File: src/hdl/tccs_pkg.sv
// ----------------------------------------------------------------------------
// tccs_pkg: shared types and constants of the text console cursor/scroll unit
// Item kinds, character codes, field widths and the control/status structs
// that join the controller and the datapath.
// ----------------------------------------------------------------------------
package tccs_pkg;

    // default screen geometry
    localparam int SCREEN_COLUMNS_DEF = 80;
    localparam int SCREEN_ROWS_DEF    = 25;

    // stream payload widths
    localparam int IN_DATA_W  = 24;  // character, read_row, read_column
    localparam int IN_USER_W  = 2;   // kind
    localparam int OUT_DATA_W = 32;  // cell_value, cursor_row, cursor_column, scrolled
    localparam int ATTR_W     = 8;
    localparam int CELL_W     = 16;

    // item kinds
    localparam logic [1:0] KIND_PUT   = 2'd0;
    localparam logic [1:0] KIND_CLEAR = 2'd1;
    localparam logic [1:0] KIND_READ  = 2'd2;

    // character codes and reset attribute
    localparam logic [7:0] NEWLINE_CODE = 8'h0A;
    localparam logic [7:0] BLANK_CODE   = 8'h20;
    localparam logic [7:0] ATTR_RESET   = 8'h07;

    typedef enum logic [2:0] {
        ST_INIT,
        ST_IDLE,
        ST_COPY,
        ST_BLANK,
        ST_DONE
    } t_state;

    // controller to datapath
    typedef struct packed {
        logic take;       // item accepted this cycle
        logic copy;       // one step of the line-up copy pass
        logic blank;      // write one blank cell, advance the pass counter
        logic blank_rst;  // blank with the reset attribute (power-up pass)
        logic load_out;   // move the finished result into the output register
    } t_cmd;

    // datapath to controller
    typedef struct packed {
        logic take_scroll;  // the offered item scrolls the screen
        logic take_clear;   // the offered item clears the screen
        logic copy_end;     // copy pass at its last step
        logic blank_end;    // blank pass at its last cell
        logic out_free;     // output register can take a result
    } t_stat;

endpackage

File: src/hdl/tccs_ctrl.sv
// ----------------------------------------------------------------------------
// tccs_ctrl: sequencer of the text console
// Accepts one item at a time and steps the screen store through its
// copy and blank passes before handing the result to the output register.
// ----------------------------------------------------------------------------
module tccs_ctrl (
    input  logic           i_clk,
    input  logic           i_rst_n,
    input  logic           i_s_tvalid,
    output logic           o_s_tready,
    input  tccs_pkg::t_stat i_stat,
    output tccs_pkg::t_cmd  o_cmd
);
    import tccs_pkg::*;

    t_state r_state;
    t_state n_state;

    always_ff @(posedge i_clk) begin
        if (!i_rst_n) begin
            r_state <= ST_INIT;
        end else begin
            r_state <= n_state;
        end
    end

    always_comb begin
        n_state    = r_state;
        o_cmd      = '0;
        o_s_tready = 1'b0;
        case (r_state)
            ST_INIT: begin
                o_cmd.blank     = 1'b1;
                o_cmd.blank_rst = 1'b1;
                if (i_stat.blank_end) begin
                    n_state = ST_IDLE;
                end
            end
            ST_IDLE: begin
                o_s_tready = 1'b1;
                if (i_s_tvalid) begin
                    o_cmd.take = 1'b1;
                    if (i_stat.take_scroll) begin
                        n_state = ST_COPY;
                    end else if (i_stat.take_clear) begin
                        n_state = ST_BLANK;
                    end else begin
                        n_state = ST_DONE;
                    end
                end
            end
            ST_COPY: begin
                o_cmd.copy = 1'b1;
                if (i_stat.copy_end) begin
                    n_state = ST_BLANK;
                end
            end
            ST_BLANK: begin
                o_cmd.blank = 1'b1;
                if (i_stat.blank_end) begin
                    n_state = ST_DONE;
                end
            end
            ST_DONE: begin
                if (i_stat.out_free) begin
                    o_cmd.load_out = 1'b1;
                    n_state        = ST_IDLE;
                end
            end
            default: begin
                n_state = ST_IDLE;
            end
        endcase
    end

    // a pass never overlaps an accepted item
    a_take_only_idle: assert property (@(posedge i_clk) disable iff (!i_rst_n)
        o_cmd.take |-> !(o_cmd.copy || o_cmd.blank || o_cmd.load_out))
        else $error("item taken during a pass");

    // a scrolling item goes straight into the copy pass
    a_scroll_copies: assert property (@(posedge i_clk) disable iff (!i_rst_n)
        (o_cmd.take && i_stat.take_scroll) |=> (r_state == ST_COPY))
        else $error("scroll did not start the copy pass");

    // the copy pass always hands over to the bottom-line blank pass
    a_copy_to_blank: assert property (@(posedge i_clk) disable iff (!i_rst_n)
        (o_cmd.copy && i_stat.copy_end) |=> (r_state == ST_BLANK))
        else $error("copy pass did not end in blank pass");

endmodule

File: config.mk
export PLATFORM = sky130hd
export DESIGN_NAME = tccs_ctrl
export DESIGN_NICKNAME = d
export VERILOG_FILES = /design/src/hdl/tccs_pkg.sv /design/src/hdl/tccs_ctrl.sv
export SDC_FILE = /design/constraint.sdc
export NUM_CORES = 1
export LEC_CHECK = 0
export BUFFER_PORTS_ARGS = -buffer_cell sky130_fd_sc_hd__buf_2
export CORE_AREA = 8 8 45 47
export CTS_CLUSTER_SIZE = 10
export DETAILED_ROUTE_END_ITERATION = 7
export DIE_AREA = 0 0 53 55
export PLACE_DENSITY = 0.5
export SETUP_SLACK_MARGIN = 0.5
export SYNTH_ARGS = -nofsm -noshare
export SYNTH_HDL_FRONTEND = slang
export SYNTH_SLANG_ARGS = --single-unit
export TNS_END_PERCENT = 5
File: constraint.sdc
create_clock -name i_clk -period 3.4 [get_ports i_clk]
set_input_delay 0.17 -clock i_clk [delete_from_list [all_inputs] [get_ports i_clk]]
set_output_delay 0.17 -clock i_clk [all_outputs]
set_load 0.02 [all_outputs]
After elaboration in Yosys (flattened, before gate mapping)

Index checks and enable logic that the tools add are counted.
Widths: inputs -> output; s select.

Equal/unequal tests: 9
Reduce and logical (&&, ||, !) cells: 3
Mux-type cells: 16

Operators with widths:

| cell               | count |
|---|---|
| $mux 3             | 7 |
| $pmux 3 s5         | 1 |
| $ne 2x2->1 const B | 5 |
| $mux 1             | 8 |
| $eq 3x2->1 const B | 2 |
| $reduce_and 5->1   | 1 |
| $eq 3x1->1 const B | 1 |
| $eq 3x3->1 const B | 1 |
| $logic_not 3->1    | 1 |
| $reduce_or 2->1    | 1 |

Register bits after elaboration: 3
Bits of input ports: 8
Output and inout bits: 6

Depth between registers and ports, before layout

Depth in word-level cells: 4
Mapped depth: 4

Worst setup path after synthesis

OpenSTA, ideal clock, no wires.

Path type: register -> output
From: reg r_state[0]
To: out o_cmd[4] (netlist bit)
Required time: 3.230 ns
Slack: 1.965 ns
Buffers on the path: 1
Stages on the path, launching flop included: 5
Arrival time: 1.265 ns
Path through: dfxtp_1 buf_6 or2b_1 nor2_1 and2_1

RTL lines:

| item                   | line            | source |
|---|---|---|
| from (decl)            | tccs_ctrl.sv:16 | `t_state r_state;` |
| from (signal assigned) | tccs_ctrl.sv:23 | `r_state <= n_state;` |
| to (decl)              | tccs_ctrl.sv:12 | `output tccs_pkg::t_cmd o_cmd` |

==> impl_metrics.env <==
export IMPL_hold_path_class="input pin to flop"
export IMPL_clk_latency_ns=0.23
export IMPL_grt_usage_pct=4.86
export IMPL_routed_wl_um=665
export IMPL_portBuffers=13
export IMPL_ant_nets=0
export IMPL_hold_viol=0
export IMPL_initial_utilization_pct=18.2
export IMPL_finalSetupViolations=0
export IMPL_antenna_found_initial=0
export IMPL_max_cap_viol_count=0
export IMPL_largest_reg_flops=3
export IMPL_ir_worst_vdd_uv=110
export IMPL_slew_limit_headroom_pct=63.7
export IMPL_drive_gt1_share_pct=43.2
export IMPL_cts_resized=0
export IMPL_cts_tree="yes"
export IMPL_synth_nets=37
export IMPL_criticalPathCategory="flop to primary output"
export IMPL_rsz0062_at_grt="false"
export IMPL_dieArea_mm2=0.00292
export IMPL_io_pins=14
export IMPL_netlist_instances=29
export IMPL_largest_register="r_state"
export IMPL_yosys_area_top_type="dfxtp_1"
export IMPL_critPathCaptureType="primary output"
export IMPL_layout_commonest_cell="buf_2"
export IMPL_layout_nets=53
export IMPL_synth_top_cell_area_share_pct=23.9
export IMPL_p_leak_uw=0.000160
export IMPL_cts_setup_buffers=0
export IMPL_outcome="finished, final reports clean"
export IMPL_core_area_mm2=0.00138
export IMPL_dp_worst_setup_slack_ns=1.95
export IMPL_area_growth_pct=36.8
export IMPL_h_tree_depth=1
export IMPL_max_freq_ghz=0.636
export IMPL_power_density_mw_per_mm2=439
export IMPL_layout_common_cells="buf_2 (13), nor2_1 (3), clkbuf_4 (3), dfxtp_1 (3), nor3_1 (2)"
export IMPL_worst_slew_pin_slew_ns=0.531
export IMPL_synth_area_top_cells="dfxtp_1 (24%), nor4b_2 (6.0%), and4bb_2 (5.0%)"
export IMPL_slew_viol_final=0
export IMPL_grt_pass1_wl_mm=1.04
export IMPL_overflow=0
export IMPL_top_regs="r_state (3)"
export IMPL_wl_per_cell_um=11.1
export IMPL_skew_ns=0.00320
export IMPL_layout_setup_ws_ns=1.83
export IMPL_grt_pass1_vias=241
export IMPL_cts_num_sinks=3
export IMPL_netlist_area_um2=251
export IMPL_worst_setup_path_start_kind="flop"
export IMPL_die_width_um=53
export IMPL_hpwl_um=510
export IMPL_ys_seq_area_share_pct=23.9
export IMPL_antenna_cells=0
export IMPL_cts_inserted_buffers=3
export IMPL_finalCritPeriodShare_pct=46.3
export IMPL_first_pass_iters=2
export IMPL_vias=263
export IMPL_required_ns=3.23
export IMPL_drcViolationCount=0
export IMPL_period_needed_ns=1.57
export IMPL_synth_seq_cells=3
export IMPL_avgSynthCellArea_um2=8.67
export IMPL_tns_ns=0
export IMPL_grt_max_degree=14
export IMPL_gp_congestion=0.668
export IMPL_holdWs_ns=0.226
export IMPL_ctsLongestPathBuffers=2
export IMPL_via_per_inst=4.38
export IMPL_rows=14
export IMPL_clkTransAtPathRegs_ns=0.04
export IMPL_fill_cells=165
export IMPL_critPathArrivalTime_ns=1.40
export IMPL_synth_cell_type_count=24
export IMPL_dieHeight_um=55
export IMPL_crit_fanout=10
export IMPL_drtIter0Drc=4
export IMPL_holdBufCountCts=0
export IMPL_cts_root_buf="clkbuf_4"
export IMPL_yosysWarnings=0
## stage by stage
step	power, uW	util, %	cell area, um2	cells
floorplan	77.3	-	251	29
global placement	90.0	23.0	318	56
detailed placement	89.9	23.0	318	56
CTS	154	24.9	344	60
global route	165	24.9	344	60
finish	151	24.9	344	60
## kinds of logic after synthesis
kind of cell / after synthesis / share of synthesized area, %
multiplexers: 1 / 3.98
buffers and inverters: 3 / 8.95
AO/OA/AOI/OAI: 7 / 21.4
XOR/XNOR: 1 / 3.48
AND/OR/NAND/NOR: 14 / 38.3
flip-flops: 3 / 23.9
## critical path, cell delays in order, from the launching register on
cell and delay (ns):
dfxtp_1 0.50, or2b_1 0.28, nor2_1 0.11, and2_1 0.13
buf_2 0.15
## final cells by class
cell class,instances,area [um2],share of cell area [%]
inverter,1,3.75,1.09
tap,16,20.0,5.82
sequential,3,60.1,17.5
timing repair buffer,13,65.1,18.9
clock buffer,4,26.3,7.64
multi-input combinational,23,169,49.1
## synthesized netlist by cell type
| cell | number |
|---|---|
| dfxtp_1 | 3 |
| nor2_1 | 3 |
| nor3_1 | 2 |
| a2111oi_0 | 1 |
| a2111oi_1 | 1 |
| a211oi_1 | 1 |
| a21oi_1 | 1 |
| and2_1 | 1 |
| and2b_2 | 1 |
| and4bb_2 | 1 |
| buf_4 | 1 |
| buf_6 | 1 |
| inv_1 | 1 |
| mux2i_1 | 1 |
| nand3_1 | 1 |
| nor2b_1 | 1 |
| nor3b_1 | 1 |
| nor4_1 | 1 |
| nor4b_2 | 1 |
| o211a_1 | 1 |
| o21ai_0 | 1 |
| o21bai_1 | 1 |
| or2b_1 | 1 |
| xor2_1 | 1 |
## where the power goes
group,leakage [uW],internal (uW),switching (uW)
logic,0.000120,19.1,23.8
clock network,0.0000150,44.0,18.2
registers,0.0000246,38.2,7.82
## layer usage
metal / vias up / track usage, % / wire, um
li1: 141 / - / -
met1: 116 / 5.45 / 296
met2: 6 / 7.23 / 319
met3: 0 / 1.07 / 48
met4: 0 / 5.17 / 0
met5: - / 0 / 0
## path summary, 6_finish.rpt
check             startpoint          to  slack (ns)  cells past startpoint
hold / removal       i_rst_n  r_state[1]        0.23                      3
setup reg to reg  r_state[1]  r_state[2]        1.96                      3
setup / recovery  r_state[0]    o_cmd[4]        1.83                      4
hold reg to reg   r_state[2]  r_state[1]        0.62                      1
(Power assumes the default switching activity.)
